[config.mk]
export PLATFORM = sky130hd
export DESIGN_NAME = satl_ram
export DESIGN_NICKNAME = d
export VERILOG_FILES = /design/src/hw/rtl/satl_ram.sv
export SDC_FILE = /design/constraint.sdc
export NUM_CORES = 1
export LEC_CHECK = 0
export ABC_AREA = 1
export BUFFER_PORTS_ARGS = -buffer_cell sky130_fd_sc_hd__buf_2
export CORE_ASPECT_RATIO = 0.8
export CORE_MARGIN = 1.5
export CORE_UTILIZATION = 33
export DETAILED_ROUTE_END_ITERATION = 12
export PLACE_DENSITY = 0.5
export REMOVE_ABC_BUFFERS = 1
export SYNTH_ARGS = -nofsm -noshare
export SYNTH_HDL_FRONTEND = slang
export SYNTH_SLANG_ARGS = --single-unit
export TNS_END_PERCENT = 1
[constraint.sdc]
create_clock -name clk_i -period 1.1 [get_ports clk_i]
set_input_delay 0.11 -clock clk_i [delete_from_list [all_inputs] [get_ports clk_i]]
set_output_delay 0.11 -clock clk_i [all_outputs]
set_load 0.01 [all_outputs]
[src/hw/rtl/satl_ram.sv]
// generic simple dual-port ram, one write and one registered read port
// no dependencies
module satl_ram #(
  parameter int WIDTH = 8,
  parameter int DEPTH = 16
) (
  input  logic                                  clk_i,
  input  logic                                  we_i,
  input  logic [(DEPTH > 1 ? $clog2(DEPTH) : 1)-1:0] waddr_i,
  input  logic [WIDTH-1:0]                      wdata_i,
  input  logic [(DEPTH > 1 ? $clog2(DEPTH) : 1)-1:0] raddr_i,
  output logic [WIDTH-1:0]                      rdata_o
);

  logic [WIDTH-1:0] mem_q [DEPTH];
  logic [WIDTH-1:0] rdata_q;

  always_ff @(posedge clk_i) begin
    if (we_i) begin
      mem_q[waddr_i] <= wdata_i;
    end
    rdata_q <= mem_q[raddr_i];
  end

  assign rdata_o = rdata_q;

endmodule

==> results.md, run 1 <==
- At the pin with the least slew margin, the transition time is ~350 ps.
- The number of buffers inserted during clock tree synthesis is 17.
- The cell area after technology mapping is roughly 0.0058 sq mm.
- Of the synthesized area, sequential elements account for 0.694.
- STA classifies the critical path endpoint as a primary output.
- The weighted congestion reported at the end of routability-driven placement is 0.780.
- The count of input and output buffers is 25.
- The number of instances in the synthesized netlist is approximately 550.
- The clock tree buffer depth is 2.
- The net switching power is about 0.0026 W.
- The antenna cell count is 0.
- The fraction of synthesized cell area taken by the top area cell type is 0.667.
- The clock latency at the later pin of the worst-skew pair is between 400 and 500 ps.
- The initial antenna violation count is 0.
- The worst slack on hold paths is around 97 ps.
- Across the run, the number of max-cap violations was 0.
- Wires add up to between 10000 and 15000 um.
- Of the total power, registers draw 0.481.
- Entering global routing, the biggest net connects 46 pins.
- Measured along the y axis, the die boundary spans between 100 and 150 um.
- The flow ran to the end, and the final reports show no timing, DRC or antenna violations.
- Relative to the synthesized area, the layout overhead comes to 20.0%.
- The library cell used most frequently in the layout, excluding fill and tap cells, is sky130_fd_sc_hd__nand2_1.
- After floorplanning, the core was sized to cover about 0.017 sq mm.
- Setup violations remaining at the end of the flow were counted as 0.
- The TritonCTS sink count is ~140.
- Summed over all cells, the static leakage comes to between 2 and 3 nW.
- Across the VDD grid, the largest voltage drop is between 1 and 1.5 mV.
- The count of final hold-check violations came to 0.
- The global routing usage summed across all routing layers is 0.160.
- The share of final-layout standard cells stronger than drive strength 1 is 0.140.
- The endpoint of the most critical setup path is rdata_o[2].
- The wire length of the first global-routing pass is 20900 um.
- The flop and latch count out of synthesis is around 140.
- Clock skew on the completed layout was measured at 7.51 ps.
- In the post-synthesis netlist, the biggest area contributors are sky130_fd_sc_hd__edfxtp_1 67%, sky130_fd_sc_hd__nand2_1 11%, sky130_fd_sc_hd__nand3_1 8.4%.
- The remaining global-route overflow is 0.
- The proportion of power drawn by the clock network is 0.456.
- For this design, the CTS-stage hold fixing added 0 buffers.
- The worst setup path startpoint is rdata_o[2].
- The worst reg2reg path depth is 6.
- In this run the tightest slew margin relative to its limit is 0.764.
- The critical path class is reg -> out.
- The depth of the critical timing path with buffers and inverters included is 1.
- The clock tree from TritonCTS is yes.
- The number of nets with antenna violations after detailed routing is 0.
- The layout has 1685 filler cells.
- Timing would allow up to between 900 and 1000 MHz.
- Grouping stages by cell kind, the critical path spends the most delay in flip-flops.
- The power density over the cells is between 1500 and 2000 mW/mm^2.
- The share of total power dissipated in combinational logic is 0.063.
- During synthesis, Yosys emitted a total of 0 warnings.
- The worst setup path is launched from a register.
- In the layout the commonest cells are 172 x sky130_fd_sc_hd__nand2_1, 128 x sky130_fd_sc_hd__edfxtp_1, 100 x sky130_fd_sc_hd__inv_1.
- The average detailed-routed wire length per instance is roughly 16 um.
- For this design the top-level I/O count stands at 26.
- The count of buffers added by post-CTS timing repair for setup is 0.
- The floorplan step defined a die boundary enclosing between 0.015 and 0.02 sq mm.
- The clock-pin slew of the registers on the worst-case setup and hold paths is approximately 60 ps.
- The mean post-synth cell area is roughly 10 sq um.
- The design draws around 0.012 W.
- The via count of the first global-routing pass is ~3800.
- Detailed placement finished with a half-perimeter wire length of between 8000 and 9000 um.
- For the finished layout, the period the worst path requires is between 1000 and 1500 ps.
- Traced cell by cell, the critical path runs through buf_2.
- For this run, design rule violations remaining after detail routing come to 0.
- The routed via count divided by cell count is around 4.5.
- The net count of the finished layout is 620.
- The number of pins exceeding their max-slew limit in the final report was 0.
- The number of buffers and inverters on the critical path is 1.
- Data on the critical path is required at its endpoint by 990 ps.
- The startpoint of the worst-slack reg-to-reg timing path is mem_q[8][4].
- In this run the number of H-tree levels came out at 4.
- Setup repair after global routing left no endpoint under its margin.
- On the worst path, the slowest cell contributes a delay of between 300 and 400 ps.
- The slowest cell on the critical path is sky130_fd_sc_hd__dfxtp_1.
- The final route contains 3796 vias.
- The biggest fanout along the worst timing path is 1.
- The tightest min-delay check is of the in -> reg type.
- The floorplan step set the die width to 151 um.
- Counting distinct cell types in the post-synthesis netlist gives 12.
- The detailed router finished its first iteration with 250 violations.
- The period utilization is 0.939.
- The number of resized instances in the post-cts repair step is 0.
- The number of iterations in the first detailed-routing pass is 5.
- In this run the critical register-to-register path is captured at rdata_o[4].
- For this configuration, the core starts out at a cell density of 0.335.
- The site row count is between 40 and 50.
- The data arrival time at the worst-slack endpoint is 920 ps.
- The switching portion of total power is 0.213.
- The worst reg-to-reg setup slack is 120 ps.
- The tree is rooted in a sky130_fd_sc_hd__clkbuf_16.
- The cell-internal power is about 0.0095 W.
- The largest total area in the synthesized netlist belongs to sky130_fd_sc_hd__edfxtp_1.
## sequential cells by signal (all words and copies together), names as in the netlist
name and flops:
mem_q 128, rdata_o 8
## per-layer routing
metal  share of wire  track usage
met1            0.49        0.226
met4           0.024       0.0752
met5               0            0
met3           0.044       0.0278
met2            0.45        0.238
## synthesized netlist by cell type
cell type / n
sky130_fd_sc_hd__inv_1: 100
sky130_fd_sc_hd__nand3_1: 97
sky130_fd_sc_hd__buf_4: 4
sky130_fd_sc_hd__nand3b_1: 2
sky130_fd_sc_hd__buf_1: 1
sky130_fd_sc_hd__edfxtp_1: 128
sky130_fd_sc_hd__buf_6: 6
sky130_fd_sc_hd__inv_2: 2
sky130_fd_sc_hd__buf_2: 13
sky130_fd_sc_hd__dfxtp_1: 8
sky130_fd_sc_hd__nor2_1: 17
sky130_fd_sc_hd__nand2_1: 173
## stage by stage
step	util	setup TNS [ps]	cell area, sq um	cells	worst slack (ps)
after floorplan	-	0	5600	527	9.52
after CTS	0.402	0	6920	840	6.77
after detailed placement	0.368	-239	6340	808	-45.3
final	0.402	0	6920	840	66.9
after global placement	0.368	-148	6340	808	-48.9
after global routing	0.402	0	6920	840	18.2
## tightest hold or removal path, cell delays in order
cell                      delay [ps]
sky130_fd_sc_hd__buf_2           180
sky130_fd_sc_hd__nand3_1         110
sky130_fd_sc_hd__nand2_1          50
## cell type report
type,count,area (sq um),share of cell area
clock inverter,10,101,0.0147
tap,225,282,0.0407
sequential,136,4000,0.579
timing repair buffer,56,458,0.0662
clock buffer,22,474,0.0685
inverter,102,383,0.0553
multi-input combinational,289,1220,0.176
## worst min path at each step
stage               startpoint           end  slack (ps)  cells after the start
floorplan           wdata_i[0]   mem_q[0][0]         210                      0
global placement    rdata_o[7]    rdata_o[7]         510                      1
detailed placement  rdata_o[7]    rdata_o[7]         510                      1
CTS                 wdata_i[0]  mem_q[15][0]          90                      1
global route        raddr_i[3]    rdata_o[3]         100                      3
finish              raddr_i[3]    rdata_o[3]         100                      3
## power by group through the flow
stage	sequential [W]	combinational [W]	clock [W]
after detailed placement	0.00594	0.000772	0
after floorplan	0.00595	0.000313	0
after global routing	0.00584	0.000858	0.00585
after CTS	0.00583	0.000776	0.00562
final	0.00583	0.000764	0.00552
after global placement	0.00594	0.000768	0
## cell families (layout without fill, tap and decap cells)
| group | after synthesis | after routing | share of synthesized area |
|---|---|---|---|
| flip-flops | 136 | 136 | 0.694 |
| AND/OR/NAND/NOR | 289 | 289 | 0.210 |
| buffers and inverters | 126 | 190 | 0.0952 |
Power figures use the tool's default switching activity.
==> inputs of run 2 (changes only) <==
- clock period: 1.1 -> 0.9 ns (I/O delays scaled with it)
==> results.md, run 2 (synthesized netlist as in run 1, its figures left out) <==
- The flip-flop count of the largest register after layout was 128 (unchanged).
- The total buffers and inverters traversed by the critical path is 1 (unchanged).
- The uppermost signal routing layer after detailed routing is met4.
- The run finished, with violations left.
- The clock latency at the later pin of the worst-skew pair was 410 ps (about the same).
- In this run the worst hold path is classified as in -> reg.
- The number of nets in the layout is 623 (+0.48%).
- The via count of the routed design was 3825 (+0.76%).
- The worst slack on hold paths is 74.4 ps (-22.3 ps).
- The post-route met1 wirelength came to 6650 um (+3.2%).
- The via count of the first global-routing pass is 3818 (+1.7%).
- More flip-flops sit in one register than any other, and that register is mem_q.
- The H-tree depth is 4 (unchanged).
- The site row count is 43 (unchanged).
- The height of the chip is 121 um (unchanged).
- The slowest cell on the critical path is sky130_fd_sc_hd__dfxtp_4.
- The count of input and output buffers is 25 (unchanged).
- The data required time of the worst path is 810 ps (-180 ps).
- The delay contributed by the slowest stage of the critical path is 350 ps (about the same).
- The headroom to the max-slew limit is 0.731 (-0.0330).
- The total instance count after detailed placement is 811 (+0.37%).
- The period utilization is 1.07.
- The wire length of the first global-routing pass is 21200 um (+1.5%).
- The kind of cell with the highest combined delay on the critical path is flip-flops.
- The count of buffers added by post-CTS timing repair for setup is 0 (unchanged).
- The wire length on met3 came to 589 um (+1.0%).
- The average detailed-routed wire length per instance came to 16.0 um (+1.3%).
- The root buffer selected by CTS is sky130_fd_sc_hd__clkbuf_16.
- The area growth from synthesis to layout is 22.8%.
- The number of remaining DRC errors was 0 (unchanged).
- The clock skew was 4.32 ps (-3.18 ps).
- The floorplan die area was 0.0183 sq mm (unchanged).
- The critical path is of the reg -> out type.
- The number of violations of the max-capacitance limit was 0 (unchanged).
- The number of buffers inserted during clock tree synthesis is 17 (unchanged).
- The share of final-layout standard cells stronger than drive strength 1 was 0.210 (+0.0705).
- The area inside the core boundary is 0.0172 sq mm (unchanged).
- The count of pins on the block boundary is 26 (unchanged).
- The top cell types in the final layout, fill and taps aside, are 167 x sky130_fd_sc_hd__nand2_1, 128 x sky130_fd_sc_hd__edfxtp_1, 99 x sky130_fd_sc_hd__inv_1.
- The worst-margin pin slew is 404 ps (+49.4 ps).
- The data arrival time at the worst-slack endpoint is 870 ps (-50 ps).
- The total of endpoints with negative setup slack in the final report is 10 (+10).
- The cell leakage power is 3.05 nW (+2.0%).
- The number of iterations in the first detailed-routing pass is 4 (-1).
- The share of the core filled with cells in the final layout is 0.411 (+0.00945).
- The number of pins exceeding their max-slew limit in the final report is 0 (unchanged).
- The weighted congestion reported at the end of routability-driven placement is 0.792 (+1.6%).
- The width of the die came to 151 um (unchanged).
- The count of final hold-check violations came to 0 (unchanged).
- The detailed router's first-iteration violation count is 208 (-17%).
- The clock tree buffer depth was 2 (unchanged).
- The final cell count without fillers is 843 (+0.36%).
- The biggest fanout along the worst timing path is 1 (unchanged).
- The initial antenna violation count is 0 (unchanged).
- The global routing usage summed across all routing layers is 0.162 (+0.00212).
- The detailed-routed wire length on met2 is 6120 um (+3.6%).
- The routed via count divided by cell count came to 4.54 (+0.41%).
- Leaving out fill and tap cells, the most frequent cell in the layout is sky130_fd_sc_hd__nand2_1.
- The antenna cell count is 0 (unchanged).
- The final design instance area without fill came to 0.00708 sq mm (+2.4%).
- The number of nets with antenna violations after detailed routing came to 0 (unchanged).
- STA classifies the critical path startpoint as a register.
- The total design power is 0.0145 W (+20%).
- Walking the worst path, the cells encountered are buf_6.
- The TritonCTS sink count is 136 (unchanged).
- The worst vdd rail ir drop is 1.33 mV (+4.6%).
- TritonCTS built the clock tree.
- The maximum number of pins on one net before global-route repair is 46 (unchanged).
- The power density over the cells came to 2040 mW/mm^2 (+17%).
- Setup repair after global routing could not meet its margin everywhere.
- The effective utilization at floorplan was 0.335 (unchanged).
- The remaining global-route overflow is 0 (unchanged).
- The maximum frequency from static timing analysis is 1040 MHz.
- The total placed instance area is 0.00636 sq mm (+0.36%).
- The worst setup margin came to -64.9 ps (-132 ps).
- The clock-pin slew of the registers on the worst-case setup and hold paths was 60 ps (about the same).
- The type of element capturing the critical path is a primary output.
- The final HPWL from detailed placement came to 8680 um (+2.0%).
- The checks that failed: negative setup slack.
- The clock period minus final worst setup slack is around 960 ps.
- The count of hold buffers inserted by post-cts repair was 0 (unchanged).
- The filler cell count is 1670 (-0.89%).
- The total wire length is 13500 um (+1.7%).
run 2: cell count changes in the layout (fill, tap and decap cells not counted), sizes merged:
cell,before,now
clkbuf,22,17
clkinv,6,10
buf,56,59
clkinvlp,2,4
bufinv,2,1
run 2: metrics by stage:
step	TNS (ps)	setup slack [ps]
2_1_floorplan	-16450	-170
3_3_place_gp	-18040	-219
3_5_place_dp	-19730	-233
4_1_cts	-559	-88.7
5_1_grt	-1150	-96.2
6_report	-354	-64.9
run 2: area by class of cell:
class / count / area [sq um] / area share
inverter: 102 / 383 / 0.0541
clock buffer: 17 / 425 / 0.0601
clock inverter: 15 / 113 / 0.0159
sequential: 136 / 4010 / 0.566
timing repair buffer: 59 / 499 / 0.0705
multi-input combinational: 289 / 1370 / 0.193
tap: 225 / 282 / 0.0398
run 2: worst register-to-register path, delay by kind of cell, from the launching register on:
family	cells	cell delay, ps
buf+inv	1	70
flops	1	370
simple gates	5	370
run 2: final timing paths:
check                                 start           to  slack [ps]  cells past startpoint
worst max register to register  mem_q[8][4]   rdata_o[4]         -30                      6
worst max-delay path             rdata_o[2]   rdata_o[2]         -60                      1
worst min register to register  mem_q[2][5]   rdata_o[5]         670                      6
worst min-delay path             wdata_i[0]  mem_q[1][0]          70                      1
run 2: power by group:
group / internal [W] / switching, W
logic: 0.000373 / 0.000654
clock network: 0.00374 / 0.00258
registers: 0.00708 / 0.0000461
total: 0.0112 / 0.00328
run 2: metal layers:
layer	global-route usage	up-vias
met3	0.0350	7
met1	0.231	1841
met2	0.244	91
li1	-	1886
met4	0.0552	0
met5	0	-
run 2: repair_timing:
item	CTS	global route
pin swaps	11	9
gates resized for setup	25	17
endpoints found under the setup margin	16	16
