==> src/hw/rtl/satl_div.sv <==
// divider by one of two constants: reciprocal multiply, multiply back, subtract
// one shared multiplier, used for the reciprocal and for the multiply back; no dependencies
module satl_div #(
  parameter int DW    = 32,
  parameter int RW    = 7,
  parameter int DIV_A = 64,
  parameter int DIV_B = 4
) (
  input  logic          clk_i,
  input  logic          rst_ni,
  input  logic          start_i,
  input  logic          sel_i,
  input  logic [DW-1:0] dividend_i,
  output logic          done_o,
  output logic [DW-1:0] quotient_o,
  output logic [RW-1:0] remainder_o
);

  // reciprocal is 2**DW plus the low part kept here
  localparam int ShA = $clog2(DIV_A);
  localparam int ShB = $clog2(DIV_B);
  localparam logic [63:0] MagA = ((64'd1 << (DW + ShA)) + 64'(DIV_A) - 64'd1) / 64'(DIV_A);
  localparam logic [63:0] MagB = ((64'd1 << (DW + ShB)) + 64'(DIV_B) - 64'd1) / 64'(DIV_B);
  localparam logic [DW-1:0] MloA = MagA[DW-1:0];
  localparam logic [DW-1:0] MloB = MagB[DW-1:0];

  logic [3:0]      phase_q;
  logic            done_q;
  logic            sel_q;
  logic [DW-1:0]   dvd_q;
  logic [2*DW-1:0] prod_q;
  logic [DW-1:0]   quo_q;
  logic [RW-1:0]   rem_q;
  logic [DW-1:0]   mul_a;
  logic [DW-1:0]   mul_b;
  logic [2*DW-1:0] mul_p;
  logic [2*DW:0]   sum;
  logic [DW-1:0]   quo_a;
  logic [DW-1:0]   quo_b;

  // shared multiplier: reciprocal first, then quotient times divisor
  assign mul_a = phase_q[0] ? dvd_q : quo_q;
  assign mul_b = phase_q[0] ? (sel_q ? MloB : MloA)
                            : (sel_q ? DW'(DIV_B) : DW'(DIV_A));
  assign mul_p = {{DW{1'b0}}, mul_a} * {{DW{1'b0}}, mul_b};
  assign sum   = {1'b0, prod_q} + {1'b0, dvd_q, {DW{1'b0}}};
  assign quo_a = DW'(sum >> (DW + ShA));
  assign quo_b = DW'(sum >> (DW + ShB));

  always_ff @(posedge clk_i or negedge rst_ni) begin
    if (!rst_ni) begin
      phase_q <= '0;
      done_q  <= 1'b0;
    end else begin
      done_q <= phase_q[3];
      if (start_i) begin
        phase_q <= 4'b0001;
      end else begin
        phase_q <= {phase_q[2:0], 1'b0};
      end
    end
  end

  always_ff @(posedge clk_i) begin
    if (start_i) begin
      dvd_q <= dividend_i;
      sel_q <= sel_i;
    end
    if (phase_q[0] || phase_q[2]) begin
      prod_q <= mul_p;
    end
    if (phase_q[1]) begin
      quo_q <= sel_q ? quo_b : quo_a;
    end
    if (phase_q[3]) begin
      rem_q <= RW'(dvd_q - prod_q[DW-1:0]);
    end
  end

  assign done_o      = done_q;
  assign quotient_o  = quo_q;
  assign remainder_o = rem_q;

endmodule

==> config.mk <==
export PLATFORM = sky130hd
export DESIGN_NAME = satl_div
export DESIGN_NICKNAME = d
export VERILOG_FILES = /design/src/hw/rtl/satl_div.sv
export SDC_FILE = /design/constraint.sdc
export NUM_CORES = 1
export LEC_CHECK = 0
export BUFFER_PORTS_ARGS = -buffer_cell sky130_fd_sc_hd__buf_4
export CELL_PAD_IN_SITES_DETAIL_PLACEMENT = 1
export CELL_PAD_IN_SITES_GLOBAL_PLACEMENT = 2
export CORE_MARGIN = 4
export CORE_UTILIZATION = 39
export CTS_CLUSTER_DIAMETER = 50
export CTS_CLUSTER_SIZE = 12
export DETAILED_ROUTE_END_ITERATION = 6
export PLACE_DENSITY = 0.91
export SYNTH_ARGS = -nofsm -noshare
export SYNTH_HDL_FRONTEND = slang
export SYNTH_SLANG_ARGS = --single-unit
==> constraint.sdc <==
create_clock -name clk_i -period 5.51 [get_ports clk_i]
set_input_delay 0 -clock clk_i [delete_from_list [all_inputs] [get_ports clk_i]]
set_output_delay 0 -clock clk_i [all_outputs]
set_load 0.05 [all_outputs]
==> impl_metrics.toml, run 1 <==
[logic_synthesis]
synth_seq_cells = 88
syn_area_mm2 = 0.00612
synthCells = 549
syn_area_per_cell_um2 = 11.2
synth_cell_types = 52
ys.warnings.count = 0
synthTopCellsByArea = "edfxtp_1, ha_1, mux2i_1"
synth_edf_count = 83
synth_top_area_frac = 0.407
async_flop_share = 0.0568
synth_area_leader_cell = "edfxtp_1"
yosysMostFrequentCell = "ha_1"
ys.flop_type = "edfxtp_1"
ys_seq_area_frac = 0.427
synth_common_cells = "ha_1, edfxtp_1, nor2_1"

[hold_path]
hold_depth = 1
hp-start = "start_i"
min_path_type = "input port to flop"
hold-path-endpoint = "phase_q[0]"

[global_routing]
antenna_found_initial = 0
first_global_vias = 5130
track_usage = 0.194
grt_overflow = 0
grt_pass1_wl_um = 27300
grt_max_degree = 53

[power]
p_int_mw = 1.39
p_leak_nw = 3.36
clockPowerShare = 0.345
net-switching-power_mw = 0.560
power.density_mw_per_mm2 = 255
swShare = 0.287
ir_drop_uv = 226
power_frac_comb = 0.227
power_frac_seq = 0.427

[routing]
wl_per_cell_um = 18.7
drcViolationCount = 0
vias = 4702
initialDrtViolationCount = 255
viasPerCell = 5.27
dr.pass1.iters = 4
wl_um = 16700
final_antenna_net_count = 0

[layout]
final_cells = 893
antennaDiodeCount = 0
layout.nets = 814
final_util = 0.500
multi_input_area_mm2 = 0.00348
num-fill-cells = 1667
fin_area_mm2 = 0.00766
layout-drive-gt1-share = 0.150
regArea_mm2 = 0.00262
syn2layout_area_growth_pct = 25.1

[sta]
worstMarginPinSlew_ps = 779
fmax_ghz = 0.232
hold_viol = 0
fin_tns_setup_ps = 0
hold_ws_ps = 43.4
relSlewSlack = 0.480
setup_viol = 0
fin_crit_ps = 4310
rsz0062_at_grt = "no"
fin_crit_sh = 0.783
maxSlewViolCount = 0
finClkSkew_ps = 8.91

[placed_design]
dp_cells = 842
hpwl_um = 12800
numPortBuffers = 74
place_area_mm2 = 0.00698
gp_congestion = 0.844

[worst_setup_path]
cp_cell_sequence = "nor2_1 -> and2_1 -> ha_1 -> ha_1 -> ha_1 -> ha_1 -> and3_1 -> and2_1 -> nand3_1 -> nor2_1 -> or3b_2 -> a221o_1"
cp-end-kind = "flop"
r2r_end = "prod_q[37]"
reg2reg_depth = 12
crit_type = "flop to flop"
crit_arrival_ps = 4410
path_buf_inv = 0
cpLargestDelayFamily = "simple AND/OR/NAND/NOR gates"
rrSetupSlack_ps = 1200
cp_slowest_cell = "dfrtp_1"
cpPeakStageDelay_ps = 620
path_common_cell = "ha_1"
crit_required_ps = 5610
r2r-start = "phase_q[0]"
crit_fanout = 22
startpoint_type = "flop"

[clocking]
cts.repair.resized = 0
path_clk_slew_ps = 60
cts_buffers = 9
cts_sinks = 88
cts_max_level = 3
cts_buffer_depth = 2
root_buffer = "clkbuf_16"
insertion_delay_ps = 350
cts_tree = "yes"

[run]
maxCapViolations = 0

[floorplan]
die_w_um = 133
num_io_pins = 76
die_h_um = 133
row_count = 45
die_area_mm2 = 0.0178
start_util = 0.400
core_area_mm2 = 0.0153

[status]
status = "completed"
cells by family after synthesis:
kind of cell | count (synthesis) | share of synthesized area
flip-flops | 88 | 0.427
XOR/XNOR | 32 | 0.0458
AND/OR/NAND/NOR | 176 | 0.145
multiplexers | 36 | 0.0588
AO/OA/AOI/OAI | 88 | 0.0983
other | 1 | 0.000612
buffers and inverters | 27 | 0.0180
adder cells (fa/ha/maj) | 101 | 0.206
stage by stage:
stage	power, mW	worst slack, ps
3_3_place_gp	1.24	1290
2_1_floorplan	1.12	1480
6_report	1.95	1200
5_1_grt	2.05	881
4_1_cts	1.96	1160
3_5_place_dp	1.26	1200
layout make-up:
| type | instances | share of cell area |
|---|---|---|
| Multi-Input combinational cell | 454 | 0.454 |
| Clock inverter | 3 | 0.00849 |
| Clock buffer | 13 | 0.0340 |
| Tap cell | 211 | 0.0345 |
| Sequential cell | 88 | 0.342 |
| Inverter | 12 | 0.00588 |
| Timing Repair Buffer | 112 | 0.121 |
repair_timing:
item | CTS | global route
hold buffers | 35 | 0
buffers inserted | 0 | 0
endpoints found under the hold margin | 38 | 0
metal layers:
metal  wire length, um  GRT usage  vias up
li1                  -          -     2295
met1              6780      0.222     2297
met2              9020      0.364       85
met3               610     0.0389       25
met4               318     0.0583        0
met5                 0          0        -
flip-flops by register name (all words and copies together), names as in the netlist:
signal	cells
sel_q	1
remainder_o	7
dvd_q	32
quotient_o	31
prod_q	12
phase_q	4
done_o	1
cells in the final DEF, fill, tap and decap left out, types with 3 or more instances in the layout:
cell type,instances
a21oi_1,20
nor2b_1,3
dlygate4sd3_1,35
a211oi_1,9
buf_4,77
edfxtp_1,83
clkbuf_16,9
nor2_1,47
a21o_1,5
and3_1,5
nand4_1,9
a21boi_0,4
dfrtp_1,5
ha_1,101
a31oi_1,4
nor3_1,19
o21ai_0,17
nand3_1,20
xnor2_1,21
o21a_1,9
or3_1,3
nand2_1,27
mux2i_1,36
conb_1,21
xor2_1,11
inv_1,11
and2_1,31
worst max-delay path by stage:
stage	endpoint	start	cells after the start	slack, ps
3_5_place_dp	prod_q[37]	phase_q[0]	12	1200
5_1_grt	prod_q[37]	phase_q[0]	12	880
6_report	prod_q[37]	phase_q[0]	12	1200
4_1_cts	prod_q[37]	sel_q	13	1160
2_1_floorplan	prod_q[37]	sel_q	15	1480
3_3_place_gp	prod_q[37]	phase_q[0]	12	1290
power groups by stage:
stage / logic, mW / registers [mW] / clock network [mW]
final: 0.444 / 0.834 / 0.674
after global routing: 0.490 / 0.839 / 0.719
after CTS: 0.439 / 0.834 / 0.685
after detailed placement: 0.410 / 0.848 / 0
after global placement: 0.395 / 0.846 / 0
after floorplan: 0.235 / 0.885 / 0
Power figures use the tool's default switching activity.
==> run 2: changes to the inputs <==
Settings changed: CORE_UTILIZATION 39 to 35, PLACE_DENSITY 0.91 to 0.87.
Clock period 5.51 ns to 3.65 ns, I/O delays scaled along.
==> run 2 against run 1 <==
Effect of this change:
- combinational power up 69%
- first-iteration DRC count down 29%
- flip-flop and latch count unchanged
- design area up 6.7%
- setup slack worse by 1100 ps
- count of clock-buffer cells in the layout down 4
- core utilization down 2.6 points
- via count up 4.1%
- critical endpoint is now prod_q[35]
==> impl_metrics.toml, run 2 (synthesis results as in run 1) <==
[routing]
viasPerCell = 5.19
initialDrtViolationCount = 180
final_antenna_net_count = 0
dr.pass1.iters = 4
wl_um = 17300
vias = 4895
drcViolationCount = 0
wl_per_cell_um = 18.3

[worst_setup_path]
cpLargestDelayFamily = "adder cells"
startpoint_type = "flop"
crit_arrival_ps = 3660
crit_fanout = 7
path_buf_inv = 1
cp.depth = 13
crit_required_ps = 3750
reg2reg_depth = 13
cp-end-kind = "flop"
crit_type = "flop to flop"
cpPeakStageDelay_ps = 500
cp_slowest_cell = "edfxtp_1"
cp_cell_sequence = "buf_6 -> nor2_4 -> and2_1 -> ha_1 -> ha_1 -> ha_1 -> ha_2 -> a21oi_1 -> o21ai_1 -> a211o_1 -> a221o_1 -> or3_1 -> and2_1"
path_common_cell = "ha_1"

[global_routing]
grt_overflow = 0
antenna_found_initial = 0
grt_max_degree = 38
track_usage = 0.172
grt_pass1_wl_um = 27100
first_global_vias = 5291

[floorplan]
start_util = 0.355
die_area_mm2 = 0.0197
row_count = 48
die_h_um = 140
die_w_um = 140
core_area_mm2 = 0.0172
num_io_pins = 76

[sta]
fin_tns_setup_ps = 0
maxSlewViolCount = 0
fmax_ghz = 0.280
worstMarginPinSlew_ps = 1250
hold_viol = 0
fin_crit_sh = 0.977
fin_crit_ps = 3570
rsz0062_at_grt = "yes"
relSlewSlack = 0.169
setup_viol = 0
finClkSkew_ps = 6.98

[status]
status = "completed"

[layout]
layout.nets = 851
largest_reg_flops = 32
final_cells = 944
layout_commonest_cell = "buf_4"
antennaDiodeCount = 0
num-fill-cells = 1837
multi_input_area_mm2 = 0.00372
layout-drive-gt1-share = 0.234
syn2layout_area_growth_pct = 33.5
regMostFlops = "dvd_q"
regArea_mm2 = 0.00262
final_cell_mix = "buf_4, ha_1, edfxtp_1, nor2_1"

[clocking]
cts_sinks = 88
cts_buffers = 9
cts_max_level = 3
cts_tree = "yes"
insertion_delay_ps = 340
path_clk_slew_ps = 60
cts_buffer_depth = 2
root_buffer = "clkbuf_16"

[hold_path]
min_path_type = "input port to flop"
hold_depth = 1

[placed_design]
hpwl_um = 13100
gp_congestion = 0.863
numPortBuffers = 74
dp_cells = 880

[run]
maxCapViolations = 0

[power]
power.density_mw_per_mm2 = 358
p_leak_nw = 3.51
ir_drop_uv = 245
==> run 2: cell types whose count changed in the layout (fill, tap and decap cells not counted), sizes merged <==
cell         change
clkinvlp         +1
clkinv           +3
bufinv           -1
dlygate4sd3      +1
clkbuf           -4
buf             +36
inv              +1
==> run 2: stage by stage <==
stage | total power [mW] | worst slack, ps | instance area [um2] | hold slack (ps) | util
detailed placement | 1.93 | -171 | 7200 | -195 | 0.418
floorplan | 1.70 | 5.17 | 6230 | -296 | -
global route | 3.07 | -98.7 | 8180 | 64.1 | 0.474
CTS | 2.89 | -30.7 | 7970 | 40.0 | 0.463
finish | 2.93 | 83.4 | 8180 | 57.3 | 0.474
global placement | 1.91 | -55.4 | 7200 | -197 | 0.418
==> run 2: worst register-to-register path, stage by stage (launching register included) <==
cell and delay [ps]:
edfxtp_1 500, buf_6 180, nor2_4 200, and2_1 160, ha_1 230, ha_1 300, ha_1 300, ha_2 190
a21oi_1 110, o21ai_1 100, a211o_1 230, a221o_1 320, or3_1 340, and2_1 150
==> run 2: routing by layer <==
metal	global-route usage	vias up	wire [um]
li1	-	2375	-
met1	0.203	2387	7220
met2	0.317	97	9100
met3	0.0253	36	412
met4	0.0612	0	590
met5	0	-	0
==> run 2: cell type report <==
class                   count  area share
clock buffers               9      0.0275
clock inverters             7     0.00750
inverters                  12     0.00612
multi-input cells         454       0.455
flip-flops and latches     88       0.320
well taps                 225      0.0344
repair buffers            149       0.149
==> run 2: path summary, 6_finish.rpt <==
| path | start | endpoint | slack (ps) |
|---|---|---|---|
| hold / removal | start_i | phase_q[0] | 60 |
| min in group asynchronous | rst_ni | phase_q[0] | 540 |
| hold reg to reg | dvd_q[1] | remainder_o[1] | 470 |
| max in group asynchronous | rst_ni | done_o | 2310 |
| setup reg to reg | sel_q | prod_q[35] | 80 |
| setup / recovery | sel_q | prod_q[35] | 80 |
==> run 2: repair_timing <==
item                       4_1_cts  5_1_grt
pin swaps                        4       16
setup endpoints to repair        5        5
hold endpoints to repair        38        0
hold buffers                    36        0
cloned                           0        0
gates resized for setup         15       27
setup buffers                    7        5
==> run 2: report_power, final <==
group | total [mW] | switching [mW] | leakage (nW) | internal (mW)
registers | 1.27 | 0.0723 | 0.870 | 1.20
clock network | 0.908 | 0.384 | 0.136 | 0.524
logic | 0.752 | 0.423 | 2.51 | 0.329
total | 2.93 | 0.880 | 3.51 | 2.05
==> run 3: changes to the inputs <==
Settings changed: RECOVER_POWER set to 25.
==> run 3 against run 2 <==
Effect of this change:
- the run now ends with capacitance limit, slew limit left
- global-route usage unchanged
- count of clock-buffer cells in the layout unchanged
- cell count unchanged
- sequential power about the same
- non-clock buffer count unchanged
- register-to-register slack about the same
- hold slack improved by 320 ps
- sequential share of layout area about the same
- critical path type unchanged
- critical endpoint unchanged
- highest routed layer unchanged
==> impl_metrics.toml, run 3 (synthesis results as in run 1) <==
[status]
status = "finished, violations left"
violations = "capacitance limit, slew limit"

[power]
p_leak_nw = 3.51
ir_drop_uv = 245
power.density_mw_per_mm2 = 358

[routing]
wl_um = 17300
viasPerCell = 5.18
wl_per_cell_um = 18.3
vias = 4892
final_antenna_net_count = 0
initialDrtViolationCount = 176
dr.pass1.iters = 4
drcViolationCount = 0

[worst_setup_path]
cp_cell_sequence = "buf_6 -> nor2_4 -> and2_1 -> ha_1 -> ha_1 -> ha_1 -> ha_2 -> a21oi_1 -> o21ai_1 -> a211o_1 -> a221o_1 -> or3_1 -> and2_1"
startpoint_type = "flop"
cp-end-kind = "flop"
path_common_cell = "ha_1"
cpPeakStageDelay_ps = 510
crit_arrival_ps = 3670
crit_required_ps = 3750
crit_type = "flop to flop"
crit_fanout = 7
cp_slowest_cell = "edfxtp_1"

[sta]
hold_ws_ps = 375
finClkSkew_ps = 6.42
setup_viol = 0
rsz0062_at_grt = "yes"
worstMarginPinSlew_ps = 2000
fin_crit_sh = 0.980
fin_crit_ps = 3580
relSlewSlack = -0.334
maxSlewViolCount = 38
fmax_ghz = 0.280
hold_viol = 0
fin_tns_setup_ps = 0

[layout]
antennaDiodeCount = 0
layout_commonest_cell = "buf_4"
regArea_mm2 = 0.00262
final_cell_mix = "buf_4, ha_1, edfxtp_1, nor2_1"
final_util = 0.474
layout-drive-gt1-share = 0.232
num-fill-cells = 1839
layout.nets = 851
multi_input_area_mm2 = 0.00372
regMostFlops = "dvd_q"
syn2layout_area_growth_pct = 33.4
fin_area_mm2 = 0.00817
largest_reg_flops = 32

[clocking]
cts_sinks = 88
cts_buffer_depth = 2
cts_tree = "yes"
root_buffer = "clkbuf_16"
path_clk_slew_ps = 60
insertion_delay_ps = 340
cts_max_level = 3
cts_buffers = 9

[global_routing]
antenna_found_initial = 0
track_usage = 0.172
grt_max_degree = 38
first_global_vias = 5291
grt_overflow = 0
grt_pass1_wl_um = 27100

[floorplan]
start_util = 0.355
die_h_um = 140
row_count = 48
die_area_mm2 = 0.0197
die_w_um = 140
core_area_mm2 = 0.0172
num_io_pins = 76

[placed_design]
hpwl_um = 13100
gp_congestion = 0.863
numPortBuffers = 74
place_area_mm2 = 0.00720

[hold_path]
min_path_type = "input port to flop"

[run]
maxCapViolations = 1
[run 3: path summary, 6_finish.rpt]
| path | startpoint | end | slack, ps | cells after the start |
|---|---|---|---|---|
| worst min-delay path | dividend_i[6] | dvd_q[6] | 370 | 2 |
| worst max-delay path | sel_q | prod_q[35] | 70 | 13 |
| worst max register to register | sel_q | prod_q[35] | 70 | 13 |
| worst min register to register | dvd_q[1] | remainder_o[1] | 470 | 0 |
| max in group asynchronous | rst_ni | done_o | 2310 | 4 |
| min in group asynchronous | rst_ni | phase_q[0] | 540 | 3 |
[run 3: layer usage]
layer / GRT usage / part of all wire
met1: 0.203 / 0.41
met2: 0.317 / 0.53
met3: 0.0253 / 0.024
met4: 0.0612 / 0.034
met5: 0 / 0
[run 3: what timing repair did]
| action | CTS | global route |
|---|---|---|
| hold buffers | 36 | 0 |
| setup buffers | 7 | 5 |
| gates resized for setup | 15 | 27 |
| pin swaps | 4 | 16 |
| endpoints found under the setup margin | 5 | 5 |
| hold endpoints to repair | 38 | 0 |
[run 3: cell type report]
class,count,area share
multi-input cells,454,0.455
flip-flops and latches,88,0.320
repair buffers,149,0.149
well taps,225,0.0345
clock buffers,9,0.0276
clock inverters,7,0.00750
inverters,12,0.00612
[run 3: through the flow]
| step | total power, mW | cells | setup slack, ps |
|---|---|---|---|
| 3_3_place_gp | 1.91 | 880 | -55.4 |
| 4_1_cts | 2.89 | 939 | -30.7 |
| 6_report | 2.93 | 944 | 73.9 |
| 5_1_grt | 3.07 | 944 | -98.7 |
| 3_5_place_dp | 1.93 | 880 | -171 |
| 2_1_floorplan | 1.70 | 569 | 5.17 |
[run 3: report_power, final]
group,internal [mW],switching [mW]
clock,0.524,0.383
combinational,0.327,0.423
sequential,1.20,0.0720
total,2.05,0.878
[run 3: worst max-delay path: cells and delay by family (launching register included)]
kind / cells / cell delay, ps
compound gates: 4 / 770
buf+inv: 1 / 180
fa+ha+maj: 4 / 1020
flops: 1 / 510
simple gates: 4 / 850
